===== src/rtl/core/sbfr_pkg.sv =====
// ----------------------------------------------------------------------------
// sbfr_pkg
// Types and constants shared by the frame receiver and scaler modules.
// ----------------------------------------------------------------------------
package sbfr_pkg;

	localparam int FRAME_BYTES = 25;
	localparam int DATA_BYTES  = 22;
	localparam int NUM_CH      = 16;
	localparam int RAW_W       = 11;
	localparam int VAL_W       = 12;
	localparam int GAIN_W      = 16;
	localparam int FRAC_W      = 12;
	localparam int PROD_W      = 29;
	localparam int SUM_W       = 30;
	localparam int ADDR_W      = 5;
	localparam int DATA_W      = 32;

	localparam logic [7:0] HDR_BYTE  = 8'h0F;
	localparam logic [7:0] FOOT_BYTE = 8'h00;
	localparam logic [3:0] FOOT_NIB  = 4'h4;

	localparam logic [2:0] REG_RAW_CENTER = 3'd0;
	localparam logic [2:0] REG_SCALE_GAIN = 3'd1;
	localparam logic [2:0] REG_OUT_CENTER = 3'd2;
	localparam logic [2:0] REG_OUT_MAX    = 3'd3;
	localparam logic [2:0] REG_OUT_MIN    = 3'd4;

	localparam logic [RAW_W-1:0]  RAW_CENTER_RST = 11'd992;
	localparam logic [GAIN_W-1:0] SCALE_GAIN_RST = 16'd2560;
	localparam logic [VAL_W-1:0]  OUT_CENTER_RST = 12'd1500;
	localparam logic [VAL_W-1:0]  OUT_MAX_RST    = 12'd2000;
	localparam logic [VAL_W-1:0]  OUT_MIN_RST    = 12'd1000;

	localparam logic [3:0] LAST_CH = 4'd15;

	typedef logic [DATA_BYTES*8-1:0] frame_t;

	typedef struct packed {
		logic [RAW_W-1:0]  raw_center;
		logic [GAIN_W-1:0] scale_gain;
		logic [VAL_W-1:0]  out_center;
		logic [VAL_W-1:0]  out_max;
		logic [VAL_W-1:0]  out_min;
	} cfg_t;

	typedef struct packed {
		logic   push;
		frame_t data;
	} frame_beat_t;

	function automatic logic footer_ok(input logic [7:0] b);
		return (b == FOOT_BYTE) || (b[3:0] == FOOT_NIB);
	endfunction

endpackage


===== src/rtl/core/sbfr_front.sv =====
// ----------------------------------------------------------------------------
// sbfr_front
// Byte hunter: finds the header, collects the channel bytes, checks the
// footer and hands each good frame to the frame queue.
// ----------------------------------------------------------------------------
module sbfr_front (
	input  logic               clk,
	input  logic               arst_n,
	input  logic               accept,
	input  logic [7:0]         rx_byte,
	output sbfr_pkg::frame_beat_t frame_beat
);
	import sbfr_pkg::*;

	logic [4:0] pos_q;
	logic [7:0] prev_q;
	frame_t     data_q;
	logic       last_byte;

	assign last_byte = (pos_q == 5'(FRAME_BYTES - 1));

	always_ff @(posedge clk or negedge arst_n) begin
		if (!arst_n) begin
			pos_q  <= '0;
			prev_q <= FOOT_BYTE;
		end else if (accept) begin
			prev_q <= rx_byte;
			if (pos_q == '0) begin
				if (rx_byte == HDR_BYTE && footer_ok(prev_q)) begin
					pos_q <= 5'd1;
				end
			end else if (pos_q < 5'(FRAME_BYTES)) begin
				pos_q <= last_byte ? '0 : pos_q + 5'd1;
			end else begin
				pos_q <= '0;
			end
		end
	end

	// channel bytes shift in, first one ends at the low end
	always_ff @(posedge clk) begin
		if (accept && pos_q != '0 && pos_q <= 5'(DATA_BYTES)) begin
			data_q <= {rx_byte, data_q[DATA_BYTES*8-1:8]};
		end
	end

	assign frame_beat.push = accept && last_byte && footer_ok(rx_byte);
	assign frame_beat.data = data_q;

endmodule


===== src/rtl/core/sbfr_frame_q.sv =====
// ----------------------------------------------------------------------------
// sbfr_frame_q
// Two-entry queue of decoded frames between the hunter and the scaler.
// ----------------------------------------------------------------------------
module sbfr_frame_q (
	input  logic                  clk,
	input  logic                  arst_n,
	input  sbfr_pkg::frame_beat_t frame_beat,
	input  logic                  pop,
	output logic                  full,
	output logic                  nonempty,
	output sbfr_pkg::frame_t      head
);
	import sbfr_pkg::*;

	frame_t     slot_q [2];
	logic       wr_q;
	logic       rd_q;
	logic [1:0] count_q;

	always_ff @(posedge clk or negedge arst_n) begin
		if (!arst_n) begin
			wr_q    <= 1'b0;
			rd_q    <= 1'b0;
			count_q <= '0;
		end else begin
			if (frame_beat.push) begin
				wr_q <= ~wr_q;
			end
			if (pop) begin
				rd_q <= ~rd_q;
			end
			count_q <= count_q + 2'(frame_beat.push) - 2'(pop);
		end
	end

	always_ff @(posedge clk) begin
		if (frame_beat.push) begin
			slot_q[wr_q] <= frame_beat.data;
		end
	end

	assign full     = (count_q == 2'd2);
	assign nonempty = (count_q != 2'd0);
	assign head     = slot_q[rd_q];

	a_no_push_full: assert property (@(posedge clk) disable iff (!arst_n)
		full |-> !frame_beat.push)
		else $error("frame pushed into full queue");

	a_no_pop_empty: assert property (@(posedge clk) disable iff (!arst_n)
		pop |-> nonempty)
		else $error("frame popped from empty queue");

endmodule


===== src/rtl/core/sbfr_back.sv =====
// ----------------------------------------------------------------------------
// sbfr_back
// Channel scaler: walks the sixteen channels of the head frame, multiplies
// the centered raw value by the gain, adds the output center and clamps into the output register.
// ----------------------------------------------------------------------------
module sbfr_back (
	input  logic                          clk,
	input  logic                          arst_n,
	input  sbfr_pkg::cfg_t                cfg,
	input  logic                          frame_nonempty,
	input  sbfr_pkg::frame_t              frame_head,
	output logic                          frame_pop,
	input  logic                          pop,
	output logic                          empty,
	output logic [3:0]                    channel_index,
	output logic [sbfr_pkg::VAL_W-1:0]    channel_value,
	output logic                          last_channel
);
	import sbfr_pkg::*;

	logic [3:0]               ch_q;
	logic                     v_s1;
	logic [3:0]               idx_s1;
	logic signed [PROD_W-1:0] prod_s1;
	logic                     out_v_q;
	logic [3:0]               out_idx_q;
	logic [VAL_W-1:0]         out_val_q;

	logic                     adv_out;
	logic                     adv_s1;
	logic                     issue;
	logic [RAW_W-1:0]         raw;
	logic signed [RAW_W:0]    diff;
	logic signed [SUM_W-1:0]  sum;
	logic [SUM_W-FRAC_W-2:0]  whole;
	logic [SUM_W-FRAC_W-2:0]  capped;
	logic [VAL_W-1:0]         result;

	assign adv_out   = !out_v_q || pop;
	assign adv_s1    = !v_s1 || adv_out;
	assign issue     = frame_nonempty && adv_s1;
	assign frame_pop = issue && (ch_q == LAST_CH);

	always_comb begin
		raw = '0;
		for (int i = 0; i < NUM_CH; i++) begin
			if (ch_q == 4'(i)) begin
				raw = frame_head[i*RAW_W +: RAW_W];
			end
		end
		diff = $signed({1'b0, raw}) - $signed({1'b0, cfg.raw_center});
	end

	always_comb begin
		sum    = SUM_W'(prod_s1) + $signed(SUM_W'({cfg.out_center, {FRAC_W{1'b0}}}));
		whole  = sum[SUM_W-2:FRAC_W];
		capped = (whole > (SUM_W-FRAC_W-1)'(cfg.out_max)) ?
			(SUM_W-FRAC_W-1)'(cfg.out_max) : whole;
		if (sum[SUM_W-1] || capped < (SUM_W-FRAC_W-1)'(cfg.out_min)) begin
			result = cfg.out_min;
		end else begin
			result = capped[VAL_W-1:0];
		end
	end

	always_ff @(posedge clk or negedge arst_n) begin
		if (!arst_n) begin
			ch_q    <= '0;
			v_s1    <= 1'b0;
			out_v_q <= 1'b0;
		end else begin
			if (issue) begin
				ch_q <= ch_q + 4'd1;
			end
			if (adv_s1) begin
				v_s1 <= issue;
			end
			if (adv_out) begin
				out_v_q <= v_s1;
			end
		end
	end

	always_ff @(posedge clk) begin
		if (issue) begin
			idx_s1  <= ch_q;
			prod_s1 <= PROD_W'(diff) * PROD_W'($signed({1'b0, cfg.scale_gain}));
		end
		if (adv_out && v_s1) begin
			out_idx_q <= idx_s1;
			out_val_q <= result;
		end
	end

	assign empty         = !out_v_q;
	assign channel_index = out_idx_q;
	assign channel_value = out_val_q;
	assign last_channel  = (out_idx_q == LAST_CH);

	a_pop_on_last: assert property (@(posedge clk) disable iff (!arst_n)
		frame_pop |=> (ch_q == '0) && v_s1 && (idx_s1 == LAST_CH))
		else $error("frame released before its last channel");

	a_above_min: assert property (@(posedge clk) disable iff (!arst_n)
		!empty |-> channel_value >= cfg.out_min)
		else $error("channel value below lower clamp");

	a_index_order: assert property (@(posedge clk) disable iff (!arst_n)
		(!empty && pop) ##1 !empty |-> channel_index == $past(channel_index) + 4'd1)
		else $error("channel beats out of order");

endmodule


===== src/rtl/core/sbus_frame_receiver_scaler_top.sv =====
// ----------------------------------------------------------------------------
// sbus_frame_receiver_scaler_top
// Receives serial bytes, decodes 25-byte frames and emits sixteen scaled
// channel values per good frame.
// ----------------------------------------------------------------------------
// a good frame is written to the frame queue; each channel then passes the product and output registers
// throughput: one byte per cycle while full is low; a frame drains at one channel beat per cycle while pop keeps pace
// full rises only while two decoded frames wait in the frame queue
// reset: hunting for a header, previous byte 0x00, registers at their defaults
// no clearing pass; the frame buffer is filled before any read
module sbus_frame_receiver_scaler_top (
	input  logic                           clk,
	input  logic                           arst_n,
	input  logic                           psel,
	input  logic                           penable,
	input  logic                           pwrite,
	input  logic [sbfr_pkg::ADDR_W-1:0]    paddr,
	input  logic [sbfr_pkg::DATA_W-1:0]    pwdata,
	output logic [sbfr_pkg::DATA_W-1:0]    prdata,
	output logic                           pready,
	input  logic                           push,
	output logic                           full,
	input  logic [7:0]                     rx_byte,
	output logic                           empty,
	input  logic                           pop,
	output logic [3:0]                     channel_index,
	output logic [sbfr_pkg::VAL_W-1:0]     channel_value,
	output logic                           last_channel
);
	import sbfr_pkg::*;

	cfg_t        cfg_q;
	frame_beat_t frame_beat;
	frame_t      frame_head;
	logic        frame_pop;
	logic        frame_nonempty;
	logic        accept;
	logic [2:0]  reg_sel;

	assign pready  = 1'b1;
	assign reg_sel = paddr[ADDR_W-1:2];
	assign accept  = push && !full;

	always_ff @(posedge clk or negedge arst_n) begin
		if (!arst_n) begin
			cfg_q.raw_center <= RAW_CENTER_RST;
			cfg_q.scale_gain <= SCALE_GAIN_RST;
			cfg_q.out_center <= OUT_CENTER_RST;
			cfg_q.out_max    <= OUT_MAX_RST;
			cfg_q.out_min    <= OUT_MIN_RST;
		end else if (psel && penable && pwrite && pready) begin
			case (reg_sel)
				REG_RAW_CENTER: cfg_q.raw_center <= pwdata[RAW_W-1:0];
				REG_SCALE_GAIN: cfg_q.scale_gain <= pwdata[GAIN_W-1:0];
				REG_OUT_CENTER: cfg_q.out_center <= pwdata[VAL_W-1:0];
				REG_OUT_MAX:    cfg_q.out_max    <= pwdata[VAL_W-1:0];
				REG_OUT_MIN:    cfg_q.out_min    <= pwdata[VAL_W-1:0];
				default: ;
			endcase
		end
	end

	always_comb begin
		case (reg_sel)
			REG_RAW_CENTER: prdata = DATA_W'(cfg_q.raw_center);
			REG_SCALE_GAIN: prdata = DATA_W'(cfg_q.scale_gain);
			REG_OUT_CENTER: prdata = DATA_W'(cfg_q.out_center);
			REG_OUT_MAX:    prdata = DATA_W'(cfg_q.out_max);
			REG_OUT_MIN:    prdata = DATA_W'(cfg_q.out_min);
			default:        prdata = '0;
		endcase
	end

	sbfr_front u_front (
		.clk        (clk),
		.arst_n     (arst_n),
		.accept     (accept),
		.rx_byte    (rx_byte),
		.frame_beat (frame_beat)
	);

	sbfr_frame_q u_frame_q (
		.clk        (clk),
		.arst_n     (arst_n),
		.frame_beat (frame_beat),
		.pop        (frame_pop),
		.full       (full),
		.nonempty   (frame_nonempty),
		.head       (frame_head)
	);

	sbfr_back u_back (
		.clk            (clk),
		.arst_n         (arst_n),
		.cfg            (cfg_q),
		.frame_nonempty (frame_nonempty),
		.frame_head     (frame_head),
		.frame_pop      (frame_pop),
		.pop            (pop),
		.empty          (empty),
		.channel_index  (channel_index),
		.channel_value  (channel_value),
		.last_channel   (last_channel)
	);

endmodule

===== config.mk =====
export PLATFORM = sky130hd
export DESIGN_NAME = sbus_frame_receiver_scaler_top
export DESIGN_NICKNAME = d
export VERILOG_FILES = /design/src/rtl/core/sbfr_pkg.sv /design/src/rtl/core/sbfr_front.sv /design/src/rtl/core/sbfr_frame_q.sv /design/src/rtl/core/sbfr_back.sv /design/src/rtl/core/sbus_frame_receiver_scaler_top.sv
export SDC_FILE = /design/constraint.sdc
export NUM_CORES = 1
export LEC_CHECK = 0
export ABC_AREA = 0
export BUFFER_PORTS_ARGS = -buffer_cell sky130_fd_sc_hd__buf_2
export CORE_MARGIN = 1
export CORE_UTILIZATION = 55
export CTS_BUF_LIST = sky130_fd_sc_hd__clkbuf_2
export CTS_CLUSTER_DIAMETER = 40
export CTS_CLUSTER_SIZE = 40
export DETAILED_ROUTE_END_ITERATION = 16
export GPL_ROUTABILITY_DRIVEN = 1
export GPL_TIMING_DRIVEN = 1
export PLACE_DENSITY = 0.7
export SKIP_LAST_GASP = 1
export SYNTH_ARGS = -nofsm -noshare
export SYNTH_HDL_FRONTEND = slang
export SYNTH_SLANG_ARGS = --single-unit
export TNS_END_PERCENT = 10

===== constraint.sdc =====
create_clock -name clk -period 28.7 [get_ports clk]
set_clock_uncertainty 0.2 [all_clocks]
set_input_delay 1.435 -clock clk [delete_from_list [all_inputs] [get_ports clk]]
set_output_delay 1.435 -clock clk [all_outputs]
set_load 0.05 [all_outputs]

After elaboration in Yosys (flattened, before gate mapping)
Memory sizes are Yosys's and may differ from the RTL's.
Index checks and enable logic that the tools add are counted.

storage, ports and cells
  logic and storage cells = 115
  bits of input ports = 52
  output and inout port bits = 52
  register bits after elaboration = 311
  RAM bits = 352
  memories kept = 1

operators by class
  multiply operators = 1
  reductions and logical operators = 32
  add/subtract/negate cells = 6
  bitwise gates (word level) = 2
  eq/ne operators = 26
  muxes and demuxes = 25
  magnitude comparators = 4

memories
  name              depth  width  read ports  clocked after Yosys merged registers in  wr ports  RTL line            text
  u_frame_q.slot_q  2      176    1           0                                        1         sbfr_frame_q.sv:16  frame_t slot_q [2];

operator list
  cell                                                                   number
  11-bit 2-to-1 mux                                                      16
  16-bit case mux with 5 select lines                                    1
  4-bit equality test, second input constant                             9
  29-bit by 25-bit adder with 30-bit output                              1
  12-bit by 17-bit multiplier with 29-bit output                         1
  4-bit by 3-bit equality test with 1-bit output, second input constant  6
  5-bit 2-to-1 mux                                                       4
  17-bit by 12-bit greater-than comparator with 1-bit output             1
  17-bit by 12-bit less-than comparator with 1-bit output                1
  17-bit 2-to-1 mux                                                      1
  8-bit logical NOT                                                      2
  12-bit 2-to-1 mux                                                      1
  2-bit AND reduction                                                    6
  11-bit by 11-bit subtractor with 12-bit output                         1
  1-bit logical AND                                                      11
  4-bit by 2-bit equality test with 1-bit output, second input constant  2
  8-bit by 4-bit equality test with 1-bit output, second input constant  1
  3-bit by 2-bit equality test with 1-bit output, second input constant  2
  5-bit by 1-bit adder with 5-bit output, second input constant          1
  5-bit equality test, second input constant                             1
  5-bit less-or-equal comparator, second input constant                  1
  5-bit logical NOT                                                      1
  1-bit logical OR                                                       5
  5-bit less-than comparator, second input constant                      1
  other kinds (15)                                                       19

Logic depth before layout (Yosys ltp)
Gate-level depths: netlist (run 1).

  depth in word-level cells = 19
  mapped depth = 44
  depth with buffers taken out = 42

Modules after synthesis
From an unflattened synthesis (run 1), not the netlist that was laid out.

unflattened totals
  cell total of the unflattened synthesis = 2348
  area total of the unflattened synthesis = 33694.8 sq um

by module, submodules not included
  module                          seq. area each (sq um)  cells an instance  area each (sq um)  instances
  sbfr_frame_q                    10670.2                 563                13439.1            1
  sbfr_back                       1261.2                  1316               11119.4            1
  sbfr_front                      5610.4                  243                6029.5             1
  sbus_frame_receiver_scaler_top  1609.0                  226                3106.7             1

Least setup slack after synthesis (run 1)
OpenSTA, ideal clock, no wires.

  path type = input -> register
  from = in push
  to = reg u_front.data_q[0] (enable)
  data required time = 27.528 ns
  cell stages on the path = 3
  slack = 12.959 ns
  library setup time = 0.972 ns
  buffers on the path = 1
  arrival = 14.568 ns
  cell sequence = nand2_1 -> clkbuf_1 -> a211oi_1

between the ends
  longest elaborated chain between the ends = 3

ends and longest elaborated chain
  item                             RTL line                              text
  start, declared                  sbus_frame_receiver_scaler_top.sv:21  input logic push,
  1-bit logical AND                sbus_frame_receiver_scaler_top.sv:42  assign accept = push && !full;
  1-bit logical AND (2 in series)  sbfr_front.sv:42                      if (accept && pos_q != '0 && pos_q <= 5'(DATA_BYTES)) begin
  end signal, assigned             sbfr_front.sv:43                      data_q <= {rx_byte, data_q[DATA_BYTES*8-1:8]};
  end, declared                    sbfr_front.sv:17                      frame_t data_q;

No other way between the ends.
A chain may end at the register's enable or synchronous reset.

Worst setup path in the final report (run 1)
  from = reg u_back.ch_q[1]
  to = reg u_back.prod_s1[28], data pin

between the ends
  longest elaborated chain between the ends = 19
  elaborated cells on any way between the ends = 34
  classes of those cells = add/sub: 1; mul: 1; eq/ne: 15; mux: 16; reduce/logical: 1

ends and longest elaborated chain
  item                                                RTL line         text
  start, declared                                     sbfr_back.sv:21  logic [3:0] ch_q;
  start signal, assigned                              sbfr_back.sv:73  ch_q <= ch_q + 4'd1;
  4-bit logical NOT                                   sbfr_back.sv:47  if (ch_q == 4'(i)) begin
  11-bit 2-to-1 mux (15 in series)                    sbfr_back.sv:47
  11-bit 2-to-1 mux (*)                               sbfr_back.sv:47
  11-bit by 11-bit subtractor with 12-bit output (*)  sbfr_back.sv:51  diff = $signed({1'b0, raw}) - $signed({1'b0, cfg.raw_center});
  12-bit by 17-bit multiplier with 29-bit output (*)  sbfr_back.sv:87  prod_s1 <= PROD_W'(diff) * PROD_W'($signed({1'b0, cfg.scale_gain}));
  end signal, assigned                                sbfr_back.sv:87
  end, declared                                       sbfr_back.sv:24  logic signed [PROD_W-1:0] prod_s1;

Every way passes the cells marked *; elsewhere a longest branch is shown, timed or not.

==> results of run 1 <==
[layout by cell type, fill, tap and decap left out, drive strengths merged, types with 23 or more instances in the layout]
cell type  instances
nand2b            45
mux2             123
xnor2             25
clkinv            26
fa               141
a22oi             23
dfrtp             60
nand2            154
o22ai             56
ha               136
clkbuf            89
nor3              49
o21ai             75
and2              60
dfstp             26
a21oi             62
mux2i            105
edfxtp           565
inv              244
nor2              97
a221oi            23
buf               96
[cell families after synthesis]
group                      Yosys count  synth area share [%]
DFF                                651                  59.4
and+or+nand+nor                    476                  7.19
buffers and inverters              344                  4.26
AOI/OAI and AO/OA                  334                  6.71
adders and majority gates          277                  14.0
muxes                              228                  7.55
xor gates and xnor gates            32                 0.869
other                                2                0.0233
[layout make-up]
cell class              count  area, µm²  share of cell area (%)
repair buffers             97        588                    1.69
multi-input cells        1364      11800                    34.1
well taps                 765        957                    2.76
diodes                      4       10.0                  0.0288
inverters                 231        867                    2.50
clock buffers              89        445                    1.28
flip-flops and latches    651      19200                    55.2
clock inverters            62        855                    2.46
[per-stage QoR]
stage          setup WS (ns)  hold WS, ns  instances  util (%)  power, µW
4_1_cts                17.18        0.127       3259      60.1       4070
3_3_place_gp           17.49        0.226       3107      57.8       3390
2_1_floorplan          12.96        0.200       2359         -       2970
6_report               17.16        0.197       3263      60.1       4020
3_5_place_dp           17.34        0.232       3107      57.8       3460
5_1_grt                16.34        0.132       3261      60.1       4410
[per-layer routing]
layer	part of all wire [%]	track usage, %	vias up
met4	2.2	6.65	0
met2	48	35.9	591
met1	44	31.8	9367
li1	-	-	8576
met3	6.1	4.13	111
met5	0	0	-
[what timing repair did]
| action | in CTS | in global routing |
|---|---|---|
| endpoints found under the setup margin | 0 | 0 |
| hold buffers | 1 | 0 |
| endpoints found under the hold margin | 9 | 0 |
[flip-flops by register name (all words and copies together) (netlist names)]
name / count
cfg_q: 63
u_back.ch_q: 4
u_back.channel_index: 4
u_back.channel_value: 12
u_back.idx_s1: 4
u_back.out_v_q: 1
u_back.prod_s1: 17
u_back.v_s1: 1
u_frame_q.count_q: 2
u_frame_q.rd_q: 1
u_frame_q.slot_q: 352
u_frame_q.wr_q: 1
u_front.data_q: 176
u_front.pos_q: 5
u_front.prev_q: 8
[final timing paths]
path / end / cells after the start
hold reg to reg: u_front.data_q[108] / 0
max in group asynchronous: u_frame_q.rd_q / 3
hold / removal: u_front.data_q[108] / 0
setup / recovery: u_back.prod_s1[28] / 43
setup reg to reg: u_back.prod_s1[28] / 43
min in group asynchronous: cfg_q[35] / 2
[worst reg2reg max path, delay by kind of cell (launching register included)]
kind	cells	cell delay, ns
buffers and inverters	7	0.82
adder cells (fa/ha/maj)	9	3.79
AO/OA/AOI/OAI	18	4.34
AND/OR/NAND/NOR	7	1.36
XOR/XNOR	2	0.32
flip-flops	1	0.48
[power breakdown]
group / internal [µW] / switching, µW
Sequential: 1300 / 99.5
Combinational: 868 / 1150
Clock: 240 / 356
==> impl_metrics.yaml, run 1 <==
status:
  run_status: "finished, final reports clean"
detailed_routing:
  drt_first_iter_violations: 1391
  routed-via-count: 18600
  wl_um: 66300
  antenna_left: 0
  firstDrtPassIters: 6
  post-route-drc-count: 0
  wl_per_cell_um: 20.3
  viasPerCell: 5.71
clocking:
  cts_tree: "yes"
  numCtsBuffers: 81
  cts.sinks: 651
  insertion_delay_ns: 1.19
  cts_buffer_depth: 3
  root_buffer: "sky130_fd_sc_hd__clkbuf_2"
  clk_pin_slew_worst_paths_ns: 0.24
  post_cts_setup_buffers: 0
  number_of_gates_given_a_new_drive_strength_after_cts: 0
  cts.htree.levels: 3
yosys:
  ys_top_cells_by_count: "565 x sky130_fd_sc_hd__edfxtp_1, 231 x sky130_fd_sc_hd__inv_1, 154 x sky130_fd_sc_hd__nand2_1, 141 x sky130_fd_sc_hd__fa_1, 136 x sky130_fd_sc_hd__ha_1"
  synth_cell_type_count: 69
  syn-mean-instance-area_um2: 13.8
  post-synth-top-area-fraction_pct: 52.6
  synth-edff-count: 565
  synth_sequential_area_ratio_pct: 59.4
  prevailing_post_synth_register_cell: "sky130_fd_sc_hd__edfxtp_1"
  syn_area_um2: 32300
  yosys_warnings: 0
  synthArstFlopShare_pct: 13.2
  yosys_register_bits: 651
  post-synth-top-count-cell: "sky130_fd_sc_hd__edfxtp_1"
  synth_top_cells_by_area: "sky130_fd_sc_hd__edfxtp_1 53%, sky130_fd_sc_hd__fa_1 8.8%, sky130_fd_sc_hd__ha_1 5.3%"
  yosys.area.top_type: "sky130_fd_sc_hd__edfxtp_1"
  post_synth_inst_count: 2344
global_routing:
  grt_first_pass_wirelength_um: 104000
  number_of_antenna_violations_at_the_first_check_in_global_routing: 2
  first_global_vias: 18900
  grt_remaining_overflow: 0
  grt_util_all_layers_pct: 22.5
  grt_max_degree: 177
worst_setup_path:
  worstSetupEndpointType: "flip-flop"
  worstReg2RegStart: "u_back.ch_q[1]"
  critical_path.n_buffers_inverters: 7
  crit_slowest_cell: "sky130_fd_sc_hd__fa_1"
  worst_path_dominant_cell_family: "compound AO/OA/AOI/OAI gates"
  cp.arrival_ns: 12.24
  critPathRequiredTime_ns: 29.40
  reg2reg_setup_slack_ns: 17.16
  timing.critical_path.fanout_max: 21
  worst_path_largest_cell_delay_ns: 0.53
  worst_setup_path_startpoint: "u_back.ch_q[1]"
  worst_setup_sp_type: "flip-flop"
  timing.critical_path.mode_cell: "sky130_fd_sc_hd__fa_1"
  path_class: "reg -> reg"
die:
  design.die.area_um2: 59600
  core.rowCount: 88
  io_pins: 104
  fp.dieH_um: 244
  core_area_um2: 57800
  initial_core_util_pct: 55.8
  floorplan.die.width_um: 244
timing:
  totalNegativeSetupSlack_ns: 0
  layout_worst_path_cycle_share_pct: 40.2
  timing.final.max_slew_violations: 0
  finalWorstPathRequiredPeriod_ns: 11.54
  report.final.hold_viol_count: 0
  max_freq_mhz: 86.7
  setup_repair_after_global_routing_missed_its_margin: "no"
  worst-slew-pin-transition_ns: 1.33
  worst_slew_margin_rel_pct: 10.7
  final-setup-viol-count: 0
placement:
  postPlaceCellArea_um2: 33400
  post-dp-hpwl_um: 44400
  port_buffers: 68
  routabilityCongestion: 0.881
finish:
  final_cell_area_um2: 34700
  drive_above_1_share_pct: 16.4
  finish.net_count: 2755
  layout.filler_cells: 4493
  area_delta_synth_final_pct: 7.65
job:
  max_cap_violations: 0
pwr:
  leakagePower_uw: 0.0132
  power-per-cell-area_nw_per_um2: 116
  worst_ir_drop_vdd_mv: 0.214
min_path:
  worstHoldStart: "u_front.data_q[116]"
  hold_path.class: "reg -> reg"
Note: power is estimated with default switching activity, not from simulation.
==> run 2, diff against run 1 <==
--- a/config.mk
+++ b/config.mk
@@ -15,7 +15,7 @@
 export DETAILED_ROUTE_END_ITERATION = 16
 export GPL_ROUTABILITY_DRIVEN = 1
 export GPL_TIMING_DRIVEN = 1
-export PLACE_DENSITY = 0.7
+export PLACE_DENSITY = 0.73
 export SKIP_LAST_GASP = 1
 export SYNTH_ARGS = -nofsm -noshare
 export SYNTH_HDL_FRONTEND = slang
==> constraint.sdc (replaced) <==
create_clock -name clk -period 9.85 [get_ports clk]
set_clock_uncertainty 0.2 [all_clocks]
set_input_delay 0.4925 -clock clk [delete_from_list [all_inputs] [get_ports clk]]
set_output_delay 0.4925 -clock clk [all_outputs]
set_load 0.05 [all_outputs]
==> run 2 against run 1 <==
Fmax up 22%. Flip-flop and latch count did not move. Worst setup slack got worse by 17 ns. Via count is 5.0% higher. Wire length rose by 5.5%. Clock-buffer cell count unchanged. Sequential power grew to 2.9 times the previous value. Total power increased to 3.2 times the previous value. First-iteration DRC count increased by 12%. Combinational power rose to 3.6 times the previous value. Global-route usage increased by 1.3 points. Critical path type unchanged. Critical endpoint unchanged.
==> impl_metrics.yaml, run 2 (synthesis results as in run 1) <==
global_routing:
  grt_first_pass_wirelength_um: 109000
  grt_max_degree: 177
  grt_util_all_layers_pct: 23.8
  grt_remaining_overflow: 0
  number_of_antenna_violations_at_the_first_check_in_global_routing: 2
  first_global_vias: 19700
worst_setup_path:
  crit_slowest_cell: "sky130_fd_sc_hd__or3b_2"
  critPathRequiredTime_ns: 10.60
  path_class: "reg -> reg"
  worst_setup_path_startpoint: "u_back.ch_q[0]"
  worst_path_largest_cell_delay_ns: 0.58
  worstReg2RegStart: "u_back.ch_q[0]"
  cp.arrival_ns: 10.24
  timing.critical_path.fanout_max: 9
  timing.critical_path.mode_cell: "sky130_fd_sc_hd__fa_1"
  worst_setup_sp_type: "flip-flop"
  worstSetupEndpointType: "flip-flop"
die:
  core.rowCount: 88
  fp.dieH_um: 244
  io_pins: 104
  core_area_um2: 57800
  design.die.area_um2: 59600
  initial_core_util_pct: 55.8
  floorplan.die.width_um: 244
min_path:
  hold_path.class: "reg -> reg"
  worstHoldStart: "u_front.data_q[131]"
finish:
  final_common_cell: "sky130_fd_sc_hd__edfxtp_1"
  most_frequent_cells_in_the_layout: "565 x sky130_fd_sc_hd__edfxtp_1, 229 x sky130_fd_sc_hd__inv_1, 154 x sky130_fd_sc_hd__nand2_1, 139 x sky130_fd_sc_hd__fa_1, 132 x sky130_fd_sc_hd__ha_1"
  layout.filler_cells: 4265
  finish.net_count: 2938
  multiInputGateArea_um2: 12100
  largest_register_ffs: 352
  max_flop_register: "u_frame_q.slot_q"
  seq_area_um2: 19200
  largest_registers: "u_frame_q.slot_q (352), u_front.data_q (176), cfg_q (63)"
  fin_cells: 3447
  drive_above_1_share_pct: 21.3
  area_delta_synth_final_pct: 13.4
placement:
  routabilityCongestion: 0.927
  port_buffers: 68
  dp_worst_setup_slack_ns: -0.372
  dp.cells: 3208
  post-dp-hpwl_um: 47500
detailed_routing:
  drt_first_iter_violations: 1556
  post-route-drc-count: 0
  wl_um: 69900
  routed-via-count: 19600
  firstDrtPassIters: 6
  viasPerCell: 5.68
  antenna_left: 0
  wl_per_cell_um: 20.3
clocking:
  cts.htree.levels: 3
  cts_buffer_depth: 3
  numCtsBuffers: 83
  cts_tree: "yes"
  clk_pin_slew_worst_paths_ns: 0.26
  root_buffer: "sky130_fd_sc_hd__clkbuf_2"
  insertion_delay_ns: 1.21
  cts.sinks: 651
timing:
  report.final.hold_viol_count: 0
  layout_setup_ws_ns: 0.358
  fin_hold_ws_ns: 0.189
  setup_repair_after_global_routing_missed_its_margin: "yes"
  final-setup-viol-count: 0
  max_freq_mhz: 105
  totalNegativeSetupSlack_ns: 0
  timing.final.max_slew_violations: 0
  finalWorstPathRequiredPeriod_ns: 9.49
  worst-slew-pin-transition_ns: 1.30
  layout_worst_path_cycle_share_pct: 96.4
  worst_slew_margin_rel_pct: 13.2
pwr:
  power-per-cell-area_nw_per_um2: 356
  leakagePower_uw: 0.0141
  worst_ir_drop_vdd_mv: 0.816
job:
  max_cap_violations: 0
status:
  run_status: "finished, final reports clean"
run 2: worst paths after layout:
kind,cells after the start,slack [ns],to
worst min-delay path,0,0.19,u_frame_q.slot_q[1][131]
worst min register to register,0,0.19,u_frame_q.slot_q[1][131]
max in group asynchronous,4,8.44,u_front.pos_q[3]
min in group asynchronous,4,0.26,u_back.ch_q[3]
worst max-delay path,36,0.36,u_back.prod_s1[28]
worst max register to register,36,0.36,u_back.prod_s1[28]
run 2: layout make-up:
type | count | share of cell area, %
Sequential cell | 651 | 52.4
Multi-Input combinational cell | 1364 | 33.2
Timing Repair Buffer | 278 | 6.02
Tap cell | 765 | 2.62
Inverter | 231 | 2.37
Clock inverter | 67 | 2.22
Clock buffer | 89 | 1.22
Antenna cell | 2 | 0.0137
run 2: what timing repair did:
action | 4_1_cts | 5_1_grt
buffers inserted | 3 | 4
hold endpoints to repair | 194 | 0
endpoints found under the setup margin | 11 | 13
gates cloned | 0 | 0
hold buffers | 74 | 0
pin swaps | 6 | 25
gates resized for setup | 16 | 61
run 2: through the flow:
step / cell area [µm²] / power, µW / utilization [%]
after floorplan: 32300 / 8600 / -
after global placement: 34200 / 10800 / 59.2
after detailed placement: 34200 / 11000 / 59.2
after CTS: 36300 / 12900 / 62.8
after global routing: 36600 / 14100 / 63.3
final: 36600 / 13000 / 63.3
run 2: critical path, delay by kind of cell, from the launching register on:
family                     cells  cell delay (ns)
adders and majority gates      8             3.20
and+or+nand+nor                5             1.11
AOI/OAI and AO/OA             16             3.46
DFF                            1             0.48
buffers and inverters          6             0.77
xor gates and xnor gates       1             0.07
run 2: power by group:
group / leakage (µW) / switching, µW / total [µW] / internal [µW]
sequential: 0.00623 / 296 / 4090 / 3800
clock: 0.000740 / 1080 / 1690 / 614
combinational: 0.00711 / 3820 / 7220 / 3410
total: 0.0141 / 5190 / 13000 / 7820
run 2: routing by layer:
metal	global-route usage (%)	share of wire, %	up-vias
met5	0	0	-
met3	4.84	7.1	97
met2	38.7	49	663
li1	-	-	8947
met1	32.3	42	9868
met4	7.54	2.3	0
==> run 3, diff against run 2 <==
--- a/config.mk
+++ b/config.mk
@@ -6,16 +6,15 @@
 export NUM_CORES = 1
 export LEC_CHECK = 0
 export ABC_AREA = 0
-export BUFFER_PORTS_ARGS = -buffer_cell sky130_fd_sc_hd__buf_2
 export CORE_MARGIN = 1
 export CORE_UTILIZATION = 55
-export CTS_BUF_LIST = sky130_fd_sc_hd__clkbuf_2
 export CTS_CLUSTER_DIAMETER = 40
 export CTS_CLUSTER_SIZE = 40
 export DETAILED_ROUTE_END_ITERATION = 16
+export DONT_BUFFER_PORTS = 1
 export GPL_ROUTABILITY_DRIVEN = 1
 export GPL_TIMING_DRIVEN = 1
-export PLACE_DENSITY = 0.73
+export PLACE_DENSITY = 0.71
 export SKIP_LAST_GASP = 1
 export SYNTH_ARGS = -nofsm -noshare
 export SYNTH_HDL_FRONTEND = slang
==> run 3 against run 2 <==
Die area is the same. Combinational power grew 2%. Sequential share of layout area shrank 1.9 points. Register-to-register slack lost 0.24 ns. Cell area grew 3.7%. Worst hold slack lost 0.13 ns. First-iteration DRC count shrank 9.8%. Worst setup slack lost 0.24 ns. Clock power grew 92%. Critical path depth grew 7. Non-clock buffer count shrank 116. Highest routed layer is now met5.
==> impl_metrics.yaml, run 3 (synthesis results as in run 1) <==
worst_setup_path:
  timing.critical_path.mode_cell: "sky130_fd_sc_hd__buf_4"
  worst_path_dominant_cell_family: "adder cells"
  worstSetupEndpointType: "flip-flop"
  worst_setup_sp_type: "flip-flop"
  critPathRequiredTime_ns: 10.03
  cp.arrival_ns: 9.91
  worst_path_largest_cell_delay_ns: 0.58
  timing.critical_path.fanout_max: 7
  path_class: "reg -> reg"
  critical_path.n_buffers_inverters: 9
  reg2reg_setup_slack_ns: 0.12
  crit_slowest_cell: "sky130_fd_sc_hd__fa_1"
finish:
  final_common_cell: "sky130_fd_sc_hd__edfxtp_1"
  largest_register_ffs: 352
  fin_cells: 3342
  max_flop_register: "u_frame_q.slot_q"
  largest_registers: "u_frame_q.slot_q (352), u_front.data_q (176), cfg_q (63)"
  seq_area_um2: 19200
  drive_above_1_share_pct: 20.9
  most_frequent_cells_in_the_layout: "565 x sky130_fd_sc_hd__edfxtp_1, 230 x sky130_fd_sc_hd__inv_1, 154 x sky130_fd_sc_hd__nand2_1, 138 x sky130_fd_sc_hd__fa_1, 127 x sky130_fd_sc_hd__ha_1"
  layout.filler_cells: 4033
  area_delta_synth_final_pct: 17.5
  final_core_util_pct: 65.6
  multiInputGateArea_um2: 12400
  finish.net_count: 2827
global_routing:
  grt_remaining_overflow: 0
  globalRouteMet2Util_pct: 39.0
  number_of_antenna_violations_at_the_first_check_in_global_routing: 5
  grt_util_all_layers_pct: 24.0
  global_route_track_usage_on_met3_pct: 4.47
  top_usage_layer: "met2"
  first_global_vias: 19500
  grt_max_degree: 175
  use_met1_pct: 32.8
  grt_first_pass_wirelength_um: 110000
placement:
  dp.cells: 3140
  dp_worst_setup_slack_ns: -0.369
  port_buffers: 0
  post-dp-hpwl_um: 47000
  routabilityCongestion: 0.903
timing:
  worst-slew-pin-transition_ns: 1.26
  layout_worst_path_cycle_share_pct: 98.8
  max_freq_mhz: 103
  finalWorstPathRequiredPeriod_ns: 9.73
  report.final.hold_viol_count: 0
  timing.final.max_slew_violations: 0
  layout_setup_ws_ns: 0.117
  totalNegativeSetupSlack_ns: 0
  worst_slew_margin_rel_pct: 16.0
  final-setup-viol-count: 0
  setup_repair_after_global_routing_missed_its_margin: "yes"
detailed_routing:
  firstDrtPassIters: 5
  wl_per_cell_um: 21.2
  wl_um: 70700
  viasPerCell: 5.72
  post-route-drc-count: 0
  antenna_left: 0
  routed-via-count: 19100
  drt_first_iter_violations: 1404
die:
  core_area_um2: 57800
  io_pins: 104
  floorplan.die.width_um: 244
  fp.dieH_um: 244
  initial_core_util_pct: 55.8
  core.rowCount: 88
  design.die.area_um2: 59600
status:
  run_status: "finished, final reports clean"
clocking:
  cts_tree: "yes"
  root_buffer: "sky130_fd_sc_hd__clkbuf_16"
  cts.htree.levels: 3
  clk_pin_slew_worst_paths_ns: 0.06
  insertion_delay_ns: 0.65
  cts.sinks: 651
  cts_buffer_depth: 3
  numCtsBuffers: 88
pwr:
  power-per-cell-area_nw_per_um2: 388
  p_total_uw: 14700
  leakagePower_uw: 0.0144
  worst_ir_drop_vdd_mv: 0.676
min_path:
  hold_path.class: "in -> reg"
job:
  max_cap_violations: 0
run 3: where the power goes:
part           switching [µW]  total [µW]  internal, µW
Clock                    1290        3250          1960
Combinational            3850        7340          3490
Sequential                302        4110          3810
Total                    5440       14700          9260
run 3: worst paths after layout:
path / startpoint / end / depth (start not counted)
min in group asynchronous: arst_n / u_front.prev_q[3] / 2
max in group asynchronous: arst_n / cfg_q[30] / 2
max: u_back.ch_q[0] / u_back.prod_s1[22] / 43
min: paddr[4] / cfg_q[57] / 4
max reg2reg: u_back.ch_q[0] / u_back.prod_s1[22] / 43
min reg2reg: u_front.data_q[0] / u_frame_q.slot_q[1][0] / 0
run 3: repair_timing:
action	CTS	global route
pin swaps	7	39
gates resized for setup	27	99
hold buffers	27	0
endpoints found under the setup margin	12	13
hold endpoints to repair	167	0
setup buffers	1	5
run 3: cell type report:
type                    instances  area share (%)
clock inverters                69            2.20
flip-flops and latches        651            50.5
repair buffers                162            3.70
diodes                          6          0.0396
multi-input cells            1364            32.8
clock buffers                  94            5.95
inverters                     231            2.29
well taps                     765            2.52
run 3: routing by layer:
layer / share of wire (%) / vias to the layer above / wire length (µm)
li1: - / 8727 / -
met4: 2.9 / 4 / 2020
met5: 0.044 / - / 31
met2: 49 / 622 / 34400
met1: 42 / 9633 / 30000
met3: 6.1 / 145 / 4290
run 3: worst min-delay path, delay by kind of cell:
kind / cells / cell delay [ns]
and+or+nand+nor: 2 / 0.11
buffers and inverters: 1 / 0.19
AOI/OAI and AO/OA: 1 / 0.07
run 3: stage by stage:
step | instance area [µm²] | hold WS (ns)
6_report | 37900 | 0.0623
5_1_grt | 37900 | 0.0962
4_1_cts | 37400 | 0.0345
3_5_place_dp | 33900 | -0.00122
3_3_place_gp | 33900 | -0.00123
2_1_floorplan | 32300 | -0.00309
